## config.mk

```make
export PLATFORM = sky130hd
export DESIGN_NAME = heap_sort_with_counters
export DESIGN_NICKNAME = d
export VERILOG_FILES = /design/src/hsc_pkg.sv /design/src/heap_sort_with_counters.sv
export SDC_FILE = /design/constraint.sdc
export NUM_CORES = 2
export LEC_CHECK = 0
export ABC_AREA = 1
export BUFFER_PORTS_ARGS = -buffer_cell sky130_fd_sc_hd__buf_2
export CAP_MARGIN = 20
export CELL_PAD_IN_SITES_DETAIL_PLACEMENT = 1
export CELL_PAD_IN_SITES_GLOBAL_PLACEMENT = 1
export CORE_MARGIN = 3
export CORE_UTILIZATION = 50
export DETAILED_ROUTE_END_ITERATION = 6
export PLACE_DENSITY_LB_ADDON = 0.1
export SYNTH_ARGS = -nofsm -noshare
export SYNTH_HDL_FRONTEND = slang
export SYNTH_SLANG_ARGS = --single-unit
```

## constraint.sdc

```tcl
create_clock -name i_clk -period 8.4 [get_ports i_clk]
set_input_delay 1.68 -clock i_clk [delete_from_list [all_inputs] [get_ports i_clk]]
set_output_delay 1.68 -clock i_clk [all_outputs]
set_load 0.01 [all_outputs]
```

## src/hsc_pkg.sv

```systemverilog
`default_nettype none

package hsc_pkg;

    localparam int unsigned DATA_W = 32;
    localparam int unsigned CNT_W  = 12;

    localparam logic [CNT_W-1:0] COUNT_MAX = 12'hFFF;
    localparam logic [CNT_W-1:0] CMP_STEP  = 12'd3;
    localparam logic [CNT_W-1:0] SWP_STEP  = 12'd1;

    typedef struct packed {
        logic signed [DATA_W-1:0] value;
        logic                     is_last;
    } t_in_item;

    typedef struct packed {
        logic signed [DATA_W-1:0] sorted_value;
        logic                     is_final;
        logic [CNT_W-1:0]         comparison_count;
        logic [CNT_W-1:0]         swap_count;
        logic                     dropped;
    } t_out_item;

    typedef enum logic [3:0] {
        S_LOAD,
        S_BUILD,
        S_NODE_LD,
        S_SD_READ,
        S_SD_CMP1,
        S_SD_CMP2,
        S_SD_WR2,
        S_EXTRACT,
        S_EX_WR1,
        S_EX_WR2,
        S_OUT_LD,
        S_OUT_WAIT
    } t_state;

endpackage

`default_nettype wire

```

## src/heap_sort_with_counters.sv

```systemverilog
// heap_sort_with_counters
//
// Input channel (i_in_valid / o_in_ready / i_in_data): one signed element per
// transfer, one transfer per cycle while loading. The transfer with is_last set
// closes the run; elements beyond MAX_ELEMENTS are discarded and flagged.
// Output channel (o_out_valid / i_out_ready / o_out_data): the run's elements
// in ascending order, is_final on the last one, with the run's comparison
// count, swap count and dropped flag repeated on every transfer.
// After the closing transfer the block sorts in place. Every heap build
// step has a state of its own; every sift-down visit steps through memory
// read, two compares and second write, and the visit that ends a sift stops
// after the compares; every root/last exchange reads both cells, then writes
// them back. All of it goes through the single dual-read, single-write
// element memory. Each result is then read from memory into the output
// register; the next one is read only after the current one transfers.
// o_in_ready is high only in the load phase; the next run starts after the
// final result transfer. A stalled receiver simply holds the output register.
// Reset empties the store, clears counters and flag, and drops any run.
`default_nettype none

module heap_sort_with_counters #(
    parameter int unsigned MAX_ELEMENTS = 64
) (
    input  wire logic               i_clk,
    input  wire logic               i_rst_n,
    input  wire logic               i_in_valid,
    output logic                    o_in_ready,
    input  wire hsc_pkg::t_in_item  i_in_data,
    output logic                    o_out_valid,
    input  wire logic               i_out_ready,
    output hsc_pkg::t_out_item      o_out_data
);

    localparam int unsigned AW = (MAX_ELEMENTS > 1) ? $clog2(MAX_ELEMENTS) : 1;
    localparam int unsigned CW = $clog2(MAX_ELEMENTS + 1);
    // child index width: 2*node+2 must never wrap
    localparam int unsigned IW = AW + 2;
    localparam logic [CW-1:0] CAP = CW'(MAX_ELEMENTS);

    // element store: one write port, two registered read ports
    logic signed [hsc_pkg::DATA_W-1:0] mem [MAX_ELEMENTS];
    logic                              mem_we;
    logic [AW-1:0]                     mem_wa;
    logic signed [hsc_pkg::DATA_W-1:0] mem_wd;
    logic                              rd_a_en, rd_b_en;
    logic [AW-1:0]                     rd_a_addr, rd_b_addr;
    logic signed [hsc_pkg::DATA_W-1:0] r_rda, r_rdb;

    always_ff @(posedge i_clk) begin
        if (mem_we) begin
            mem[mem_wa] <= mem_wd;
        end
        if (rd_a_en) begin
            r_rda <= mem[rd_a_addr];
        end
        if (rd_b_en) begin
            r_rdb <= mem[rd_b_addr];
        end
    end

    // control state
    hsc_pkg::t_state         r_state, n_state;
    logic [CW-1:0]           r_fill, n_fill;     // element count of the run
    logic [CW-1:0]           r_k, n_k;           // build / extract loop index
    logic [CW-1:0]           r_len, n_len;       // current heap length
    logic [CW-1:0]           r_j, n_j;           // output index
    logic                    r_phase_ex, n_phase_ex; // sift called from extract
    logic [hsc_pkg::CNT_W-1:0] r_cmp, n_cmp;
    logic [hsc_pkg::CNT_W-1:0] r_swp, n_swp;
    logic                    r_drop, n_drop;
    logic                    r_out_valid, n_out_valid;

    // sift-down datapath
    logic [AW-1:0]                     r_node, n_node;
    logic [AW-1:0]                     r_big, n_big;
    logic signed [hsc_pkg::DATA_W-1:0] r_nodev, n_nodev;  // value travelling down
    logic signed [hsc_pkg::DATA_W-1:0] r_bigv, n_bigv;
    hsc_pkg::t_out_item                r_out, n_out;

    logic [IW-1:0] lc, rc, len_ext;
    logic          lc_in, rc_in;
    logic [hsc_pkg::CNT_W-1:0] cmp_bump, swp_bump;
    logic [CW-1:0] j_inc;

    assign lc      = {1'b0, r_node, 1'b1};
    assign rc      = {1'b0, r_node, 1'b0} + IW'(2);
    assign len_ext = IW'(r_len);
    assign lc_in   = lc < len_ext;
    assign rc_in   = rc < len_ext;
    assign j_inc   = r_j + CW'(1);

    // saturating counter steps
    assign cmp_bump = (r_cmp > (hsc_pkg::COUNT_MAX - hsc_pkg::CMP_STEP)) ?
                      hsc_pkg::COUNT_MAX : r_cmp + hsc_pkg::CMP_STEP;
    assign swp_bump = (r_swp == hsc_pkg::COUNT_MAX) ?
                      hsc_pkg::COUNT_MAX : r_swp + hsc_pkg::SWP_STEP;

    assign o_in_ready  = (r_state == hsc_pkg::S_LOAD);
    assign o_out_valid = r_out_valid;
    assign o_out_data  = r_out;

    always_comb begin
        n_state     = r_state;
        n_fill      = r_fill;
        n_k         = r_k;
        n_len       = r_len;
        n_j         = r_j;
        n_phase_ex  = r_phase_ex;
        n_cmp       = r_cmp;
        n_swp       = r_swp;
        n_drop      = r_drop;
        n_out_valid = r_out_valid;
        n_node      = r_node;
        n_big       = r_big;
        n_nodev     = r_nodev;
        n_bigv      = r_bigv;
        n_out       = r_out;
        mem_we      = 1'b0;
        mem_wa      = r_node;
        mem_wd      = r_nodev;
        rd_a_en     = 1'b0;
        rd_b_en     = 1'b0;
        rd_a_addr   = r_node;
        rd_b_addr   = r_node;

        case (r_state)
            hsc_pkg::S_LOAD: begin
                if (i_in_valid) begin
                    if (r_fill < CAP) begin
                        mem_we = 1'b1;
                        mem_wa = r_fill[AW-1:0];
                        mem_wd = i_in_data.value;
                        n_fill = r_fill + CW'(1);
                    end else begin
                        n_drop = 1'b1;
                    end
                    if (i_in_data.is_last) begin
                        // heap build runs k = n/2 down to 1, sifting node k-1
                        n_k     = n_fill >> 1;
                        n_state = hsc_pkg::S_BUILD;
                    end
                end
            end

            hsc_pkg::S_BUILD: begin
                if (r_k != '0) begin
                    rd_a_en    = 1'b1;
                    rd_a_addr  = AW'(r_k - CW'(1));
                    n_node     = AW'(r_k - CW'(1));
                    n_len      = r_fill;
                    n_k        = r_k - CW'(1);
                    n_phase_ex = 1'b0;
                    n_state    = hsc_pkg::S_NODE_LD;
                end else begin
                    n_k     = r_fill - CW'(1);
                    n_state = hsc_pkg::S_EXTRACT;
                end
            end

            // node value arrives; first visit of this sift
            hsc_pkg::S_NODE_LD: begin
                n_nodev   = r_rda;
                rd_a_en   = 1'b1;
                rd_b_en   = 1'b1;
                rd_a_addr = lc[AW-1:0];
                rd_b_addr = rc[AW-1:0];
                n_cmp     = cmp_bump;
                n_state   = hsc_pkg::S_SD_CMP1;
            end

            // later visits: node value already held in r_nodev
            hsc_pkg::S_SD_READ: begin
                rd_a_en   = 1'b1;
                rd_b_en   = 1'b1;
                rd_a_addr = lc[AW-1:0];
                rd_b_addr = rc[AW-1:0];
                n_cmp     = cmp_bump;
                n_state   = hsc_pkg::S_SD_CMP1;
            end

            hsc_pkg::S_SD_CMP1: begin
                if (lc_in && (r_rda > r_nodev)) begin
                    n_big  = lc[AW-1:0];
                    n_bigv = r_rda;
                end else begin
                    n_big  = r_node;
                    n_bigv = r_nodev;
                end
                n_state = hsc_pkg::S_SD_CMP2;
            end

            hsc_pkg::S_SD_CMP2: begin
                if (rc_in && (r_rdb > r_bigv)) begin
                    n_big  = rc[AW-1:0];
                    n_bigv = r_rdb;
                end
                if (n_big == r_node) begin
                    // heap property holds here, sift done
                    n_state = r_phase_ex ? hsc_pkg::S_EXTRACT : hsc_pkg::S_BUILD;
                end else begin
                    // larger child moves up into the node's slot
                    mem_we  = 1'b1;
                    mem_wa  = r_node;
                    mem_wd  = n_bigv;
                    n_swp   = swp_bump;
                    n_state = hsc_pkg::S_SD_WR2;
                end
            end

            hsc_pkg::S_SD_WR2: begin
                mem_we  = 1'b1;
                mem_wa  = r_big;
                mem_wd  = r_nodev;
                n_node  = r_big;
                n_state = hsc_pkg::S_SD_READ;
            end

            hsc_pkg::S_EXTRACT: begin
                rd_a_en   = 1'b1;
                rd_a_addr = '0;
                if (r_k != '0) begin
                    rd_b_en   = 1'b1;
                    rd_b_addr = r_k[AW-1:0];
                    n_state   = hsc_pkg::S_EX_WR1;
                end else begin
                    // sorted; fetch the first result
                    n_j     = '0;
                    n_state = hsc_pkg::S_OUT_LD;
                end
            end

            // root/last exchange, then sift the new root over k elements
            hsc_pkg::S_EX_WR1: begin
                mem_we  = 1'b1;
                mem_wa  = '0;
                mem_wd  = r_rdb;
                n_nodev = r_rdb;
                n_swp   = swp_bump;
                n_state = hsc_pkg::S_EX_WR2;
            end

            hsc_pkg::S_EX_WR2: begin
                mem_we     = 1'b1;
                mem_wa     = r_k[AW-1:0];
                mem_wd     = r_rda;
                n_len      = r_k;
                n_k        = r_k - CW'(1);
                n_node     = '0;
                n_phase_ex = 1'b1;
                n_state    = hsc_pkg::S_SD_READ;
            end

            hsc_pkg::S_OUT_LD: begin
                n_out.sorted_value     = r_rda;
                n_out.is_final         = (j_inc == r_fill);
                n_out.comparison_count = r_cmp;
                n_out.swap_count       = r_swp;
                n_out.dropped          = r_drop;
                n_out_valid            = 1'b1;
                n_state                = hsc_pkg::S_OUT_WAIT;
            end

            hsc_pkg::S_OUT_WAIT: begin
                if (i_out_ready) begin
                    n_out_valid = 1'b0;
                    if (r_out.is_final) begin
                        // run complete, start a fresh one
                        n_fill  = '0;
                        n_cmp   = '0;
                        n_swp   = '0;
                        n_drop  = 1'b0;
                        n_state = hsc_pkg::S_LOAD;
                    end else begin
                        rd_a_en   = 1'b1;
                        rd_a_addr = j_inc[AW-1:0];
                        n_j       = j_inc;
                        n_state   = hsc_pkg::S_OUT_LD;
                    end
                end
            end

            default: begin
                n_state = hsc_pkg::S_LOAD;
            end
        endcase
    end

    always_ff @(posedge i_clk) begin
        if (!i_rst_n) begin
            r_state     <= hsc_pkg::S_LOAD;
            r_fill      <= '0;
            r_k         <= '0;
            r_len       <= '0;
            r_j         <= '0;
            r_phase_ex  <= 1'b0;
            r_cmp       <= '0;
            r_swp       <= '0;
            r_drop      <= 1'b0;
            r_out_valid <= 1'b0;
        end else begin
            r_state     <= n_state;
            r_fill      <= n_fill;
            r_k         <= n_k;
            r_len       <= n_len;
            r_j         <= n_j;
            r_phase_ex  <= n_phase_ex;
            r_cmp       <= n_cmp;
            r_swp       <= n_swp;
            r_drop      <= n_drop;
            r_out_valid <= n_out_valid;
        end
    end

    // payload registers, no reset
    always_ff @(posedge i_clk) begin
        r_node  <= n_node;
        r_big   <= n_big;
        r_nodev <= n_nodev;
        r_bigv  <= n_bigv;
        r_out   <= n_out;
    end

endmodule

`default_nettype wire

```

### After elaboration in Yosys (flattened, before gate mapping)

Memories as Yosys holds them, arrays and structs flattened. A register that Yosys moved wholly into a read port is not among the register bits.
Index checks and enable logic that the tools add are counted.

| storage, ports and cells | value |
|---|---|
| register bits after elaboration | 193 |
| RAM bits | 2,048 |
| bits of input ports | 37 |
| output and inout port bits | 60 |
| word-level logic and storage cells | 159 |
| memories kept | 1 |

| cells by class | value |
|---|---|
| $add $sub $neg | 7 |
| order comparisons | 6 |
| equality and inequality tests | 24 |
| mux-type cells | 73 |
| reductions and logical operators | 28 |

Memory list:

| memory | depth | bits a word | read ports | clocked after Yosys merged registers in | write ports | RTL line | text |
|---|---|---|---|---|---|---|---|
| mem | 64 | 32 | 2 | 2 | 1 | heap_sort_with_counters.sv:41 | `logic signed [hsc_pkg::DATA_W-1:0] mem [MAX_ELEMENTS];` |

Operator list:

| kind | count |
|---|---|
| 32-bit 2-to-1 mux | 5 |
| 32-bit one-hot mux with 2 select lines | 2 |
| 32-bit one-hot mux with 4 select lines | 1 |
| 7-bit 2-to-1 mux | 11 |
| 32-bit greater-than comparator | 2 |
| 12-bit 2-to-1 mux | 5 |
| 6-bit 2-to-1 mux | 9 |
| 6-bit one-hot mux with 4 select lines | 2 |
| 7-bit one-hot mux with 2 select lines | 3 |
| 4-bit one-hot mux with 10 select lines | 1 |
| 12-bit one-hot mux with 3 select lines | 1 |
| 12-bit one-hot mux with 2 select lines | 1 |
| 6-bit one-hot mux with 2 select lines | 2 |
| 7-bit one-hot mux with 3 select lines | 1 |
| 6-bit one-hot mux with 3 select lines | 1 |
| 4-bit by 3-bit == test with 1-bit output, second input constant | 4 |
| 4-bit == test, second input constant | 4 |
| 4-bit 2-to-1 mux | 4 |
| 2-bit != test, second input constant | 8 |
| 7-bit by 1-bit adder with 7-bit output, second input constant | 2 |
| 1-bit 2-to-1 mux | 14 |
| 2-bit nonzero test | 7 |
| 7-bit by 1-bit subtractor with 7-bit output, second input constant | 2 |
| 12-bit by 1-bit adder with 12-bit output, second input constant | 1 |
| 26 further kinds | 45 |

### Depth between registers and ports, before layout

| logic depth | value |
|---|---|
| depth in word-level cells | 10 |
| gate-level depth with buffers | 26 |

### Least setup slack after synthesis

Ideal clock, no wire load.

| timing path | value |
|---|---|
| kind | register to register |
| start | register r_node[1] |
| end | memory mem[0][12] in the netlist's numbering, data pin |
| data arrival time | 4.712 ns |
| path slack | 3.100 ns |
| stages on the path, launching flop included | 18 |
| path buffers | 1 |
| clock period less this slack | 5.300 ns |
| cells stage by stage | edfxtp_1 > ha_1 > xor2_1 > ha_1 > a21oi_1 > o21ai_1 > nand2_1 > nand3b_1 > a21oi_2 > nand3_4 > nand2_1 > o21ai_1 > nor2_1 > nor2_1 > nand3_2 > clkbuf_1 > nand2_1 > a31oi_1 |

| on the way | value |
|---|---|
| word-level cells in the longest chain between the ends | 8 |

RTL lines:

| item | RTL line | text |
|---|---|---|
| start, declared | heap_sort_with_counters.sv:74 | `logic [AW-1:0] r_node, n_node;` |
| start signal, assigned | heap_sort_with_counters.sv:316 | `r_node <= n_node;` |
| 7-bit by 2-bit adder with 8-bit output | heap_sort_with_counters.sv:86 | `assign rc = {1'b0, r_node, 1'b0} + IW'(2);` |
| 8-bit by 7-bit less-than comparator with 1-bit output | heap_sort_with_counters.sv:89 | `assign rc_in = rc < len_ext;` |
| 1-bit logical AND | heap_sort_with_counters.sv:193 | `if (rc_in && (r_rdb > r_bigv)) begin` |
| 6-bit 2-to-1 mux | heap_sort_with_counters.sv:193 |  |
| 6-bit 2-to-1 mux | heap_sort_with_counters.sv:126 | `case (r_state)` |
| 6-bit == test | heap_sort_with_counters.sv:197 | `if (n_big == r_node) begin` |
| 32-bit 2-to-1 mux (*) | heap_sort_with_counters.sv:197 |  |
| 32-bit one-hot mux with 4 select lines (*) | heap_sort_with_counters.sv:126 |  |
| via mem_wd (one bit) | heap_sort_with_counters.sv:44 | `logic signed [hsc_pkg::DATA_W-1:0] mem_wd;` |
| end, declared | heap_sort_with_counters.sv:41 |  |

Mark *: on every way through the listed nets, which the timed path passes. The rest lies on a longest branch. The select of a mux whose other input is x is not followed.

### Worst setup path in the final report

| timing path | value |
|---|---|
| start | register r_state[1] |
| end | register r_rda[30] in the netlist's numbering, read port of mem, data pin |

| on the way | value |
|---|---|
| word-level cells in the longest chain between the ends | 3 |

RTL lines:

| item | RTL line | text |
|---|---|---|
| start, declared | heap_sort_with_counters.sv:62 | `hsc_pkg::t_state r_state, n_state;` |
| start signal, assigned | heap_sort_with_counters.sv:290 | `r_state <= hsc_pkg::S_LOAD;` |
| start signal, assigned | heap_sort_with_counters.sv:301 | `r_state <= n_state;` |
| 4-bit by 3-bit == test with 1-bit output or 4-bit by 2-bit == test with 1-bit output (tied branches) | heap_sort_with_counters.sv:126 |  |
| 3-bit OR reduction (no line) or 2-bit OR reduction (tied branches) | n/a |  |
| 1-bit one-hot mux with 3 select lines or 6-bit one-hot mux with 4 select lines (tied branches) | heap_sort_with_counters.sv:126 |  |
| end, declared | heap_sort_with_counters.sv:47 | `logic signed [hsc_pkg::DATA_W-1:0] r_rda, r_rdb;` |

Parallel ways exist; a longest one is shown, timed or not.
A chain may end at the register's enable or synchronous reset.

==> flow_summary_export.csv <==
group,metric,value,unit
routing,drcViolationCount,0,
synth,synth_top_cell_by_area,"edfxtp_1",
clocking,numCtsBuffers,278,
setup_path,cp_max_fo,224,
cells_and_area,finalNetCount,11800,
sta,rsz0062_at_grt,"no",
routing,viasPerCell,6.69,
clocking,holdBufCountCts,0,
routing,dr.first_iter.drc_count,12400,
clocking,cts_root_buf,"clkbuf_16",
cells_and_area,area_growth,10.3,%
cells_and_area,multiInputGateArea,39900,sq um
setup_path,critical_path.max_stage_delay,0.77,ns
grt,met2_usage,0.590,
grt,track_usage,0.368,
sta,slew_violations,0,
clocking,cts_tree,"built",
synth,yosys.area.top_type_share,0.580,
placement,place_ws,2.18,ns
clocking,clk_latency,0.95,ns
die,ioPinCount,97,
clocking,cts_buffer_depth,4,
clocking,postCtsSetupBuffers,0,
setup_path,cp.buffers_inverters,3,
synth,netlist_area,116000,sq um
clocking,htreeDepth,5,
die,die_area,239000,sq um
cells_and_area,post-route-util,0.556,
routing,routedWlPerCell,30.2,um
synth,synth_ff_type,"edfxtp_1",
synth,ys_types,56,
grt,grt_overflow,0,
cells_and_area,nFillCells,25100,
grt,antenna_found_initial,31,
die,row_count,176,
grt,grt_pass1_wl,660,mm
routing,drt_first_pass_iters,6,
placement,hpwlAfterDp,267,mm
sta,hold_viol,0,
synth,seq_area_frac_synth,0.590,
run,maxCapViolations,0,
die,core_area,231000,sq um
die,die_w,488,um
setup_path,crit_path_end_kind,"register",
sta,fmax,164,MHz
sta,max_slew_margin,0.201,
die,start_util,0.504,
die,die_y,488,um
synth,ys_top_cells_by_count,"edfxtp_1 (2246), o21ai_0 (1551), nand2_1 (1502)",
synth,yosysMostFrequentCell,"edfxtp_1",
setup_path,timing.critical_path.mode_cell,"nand3_1",
worst_hold_path,worstHoldPathType,"register to register",
grt,met1_usage,0.481,
setup_path,startpoint_type,"register",
sta,finClkSkew,0.0533,ns
synth,syn_nets,12100,
setup_path,worst_path_dominant_cell_family,"simple AND/OR/NAND/NOR gates",
synth,netlist_instances,12000,
routing,via_count,99600,
synth,yosysWarnings,0,
clocking,path_clk_slew,0.06,ns
setup_path,path_cells,"inv_1 -> nor2_2 -> nor2_1 -> nand3_2 -> o21ai_4 -> nand2_1 -> nand4_4 -> buf_12 -> buf_12 -> o211ai_1 -> nand3_1 -> nand3_1 -> nand3_1 -> nand3_1 -> nand2_1",
cells_and_area,regArea,68600,sq um
grt,grt-busiest-layer,"met2",
sta,fin_setup_tns,0,ns
synth,synth_edf_count,2246,
grt,met3_usage,0.0771,
routing,route.antenna.remaining_nets,0,
status,status,"completed",
sta,min_period,6.11,ns
setup_path,cpMaxStageDelayCell,"nand4_4",
clocking,clkSinkCount,2305,
sta,fin_crit_sh,0.727,
synth,synth_seq_cells,2305,
sta,fin_ws,2.29,ns
setup_path,arrival,6.75,ns
setup_path,path_class,"register to register",
clocking,cts_resized,0,
sta,setup_violations,0,
sta,worst_pin_slew,1.20,ns
placement,gp_congestion,0.925,
grt,grt_pass1_vias,102000,
cells_and_area,drive_above_1_share,0.0707,
routing,drt_wl_total,449,mm
placement,port_buffers,96,
synth,synthArstFlopShare,0,
setup_path,cp.required,9.04,ns
synth,postSynthAreaPerCell,9.71,sq um
synth,synth.area.top_cells,"edfxtp_1 (58%), o21ai_0 (6.7%), nand3_1 (6.2%)",
grt,grt_start_max_net_pins,225,
[metrics by stage]
step	cell area, sq um	std cells	hold WS, ns
after floorplan	116000	12000	0.409
after global placement	120000	14400	0.436
after detailed placement	120000	14400	0.430
after CTS	128000	14900	0.446
after global routing	128000	14900	0.461
final	128000	14900	0.447
[layout make-up]
| type | instances | share of cell area |
|---|---|---|
| clock buffer | 360 | 0.0576 |
| sequential | 2305 | 0.535 |
| tap | 3026 | 0.0295 |
| timing repair buffer | 348 | 0.0232 |
| multi-input combinational | 7423 | 0.311 |
| antenna | 8 | 0.000156 |
| inverter | 1301 | 0.0384 |
| clock inverter | 110 | 0.00571 |
[cells by family after synthesis]
family	synth area share
fa+ha+maj	0.00903
simple gates	0.138
xor+xnor	0.00226
compound gates	0.184
buf+inv	0.0768
flops	0.590
[state kept, by name, indices dropped and copies added, names as in the netlist, 7 cells and up]
name and flops:
mem 2048, o_out_data 58, r_bigv 32, r_cmp 12
r_fill 7, r_j 7, r_k 7, r_len 7
r_nodev 32, r_rda 32, r_rdb 32, r_swp 12
[final timing paths]
check	start	to	slack, ns	depth (start not counted)
worst max-delay path	r_state[1]$_SDFFE_PN0P_	r_rda[30]$_DFFE_PP_	2.29	15
worst min-delay path	r_drop$_SDFFE_PN0P_	o_out_data[0]$_DFFE_PP_	0.45	0
worst max register to register	r_state[1]$_SDFFE_PN0P_	r_rda[30]$_DFFE_PP_	2.29	15
worst min register to register	r_drop$_SDFFE_PN0P_	o_out_data[0]$_DFFE_PP_	0.45	0
[metal layers]
layer / vias up / share of wire / routed length, um
met1: 50200 / 0.39 / 173000
met2: 5479 / 0.46 / 206000
met3: 1330 / 0.10 / 46000
met5: - / 0.00018 / 82
li1: 42600 / - / -
met4: 12 / 0.051 / 23000
[cell usage in the layout, fill, tap and decap left out, types with 67 or more instances in the layout]
master     count
edfxtp_1    2246
o21ai_0     1549
nand2_1     1493
nand3_1     1439
inv_1       1279
nor2_1       687
a21oi_1      615
o211ai_1     569
o221ai_1     495
clkbuf_16    283
buf_4        196
o21ai_1      189
buf_2         98
ha_1          84
clkbuf_1      74
nor2_4        72
clkinv_1      67
[worst register-to-register path, delay by kind of cell, from the launching register on]
family / cells / cell delay [ns]
buffers and inverters: 3 / 1.00
flip-flops: 1 / 0.45
AND/OR/NAND/NOR: 10 / 3.39
AO/OA/AOI/OAI: 2 / 1.00
Power is left out: the tool's default activity adds up to more than one toggle a clock period on the data nets, which glitch-free logic cannot reach.
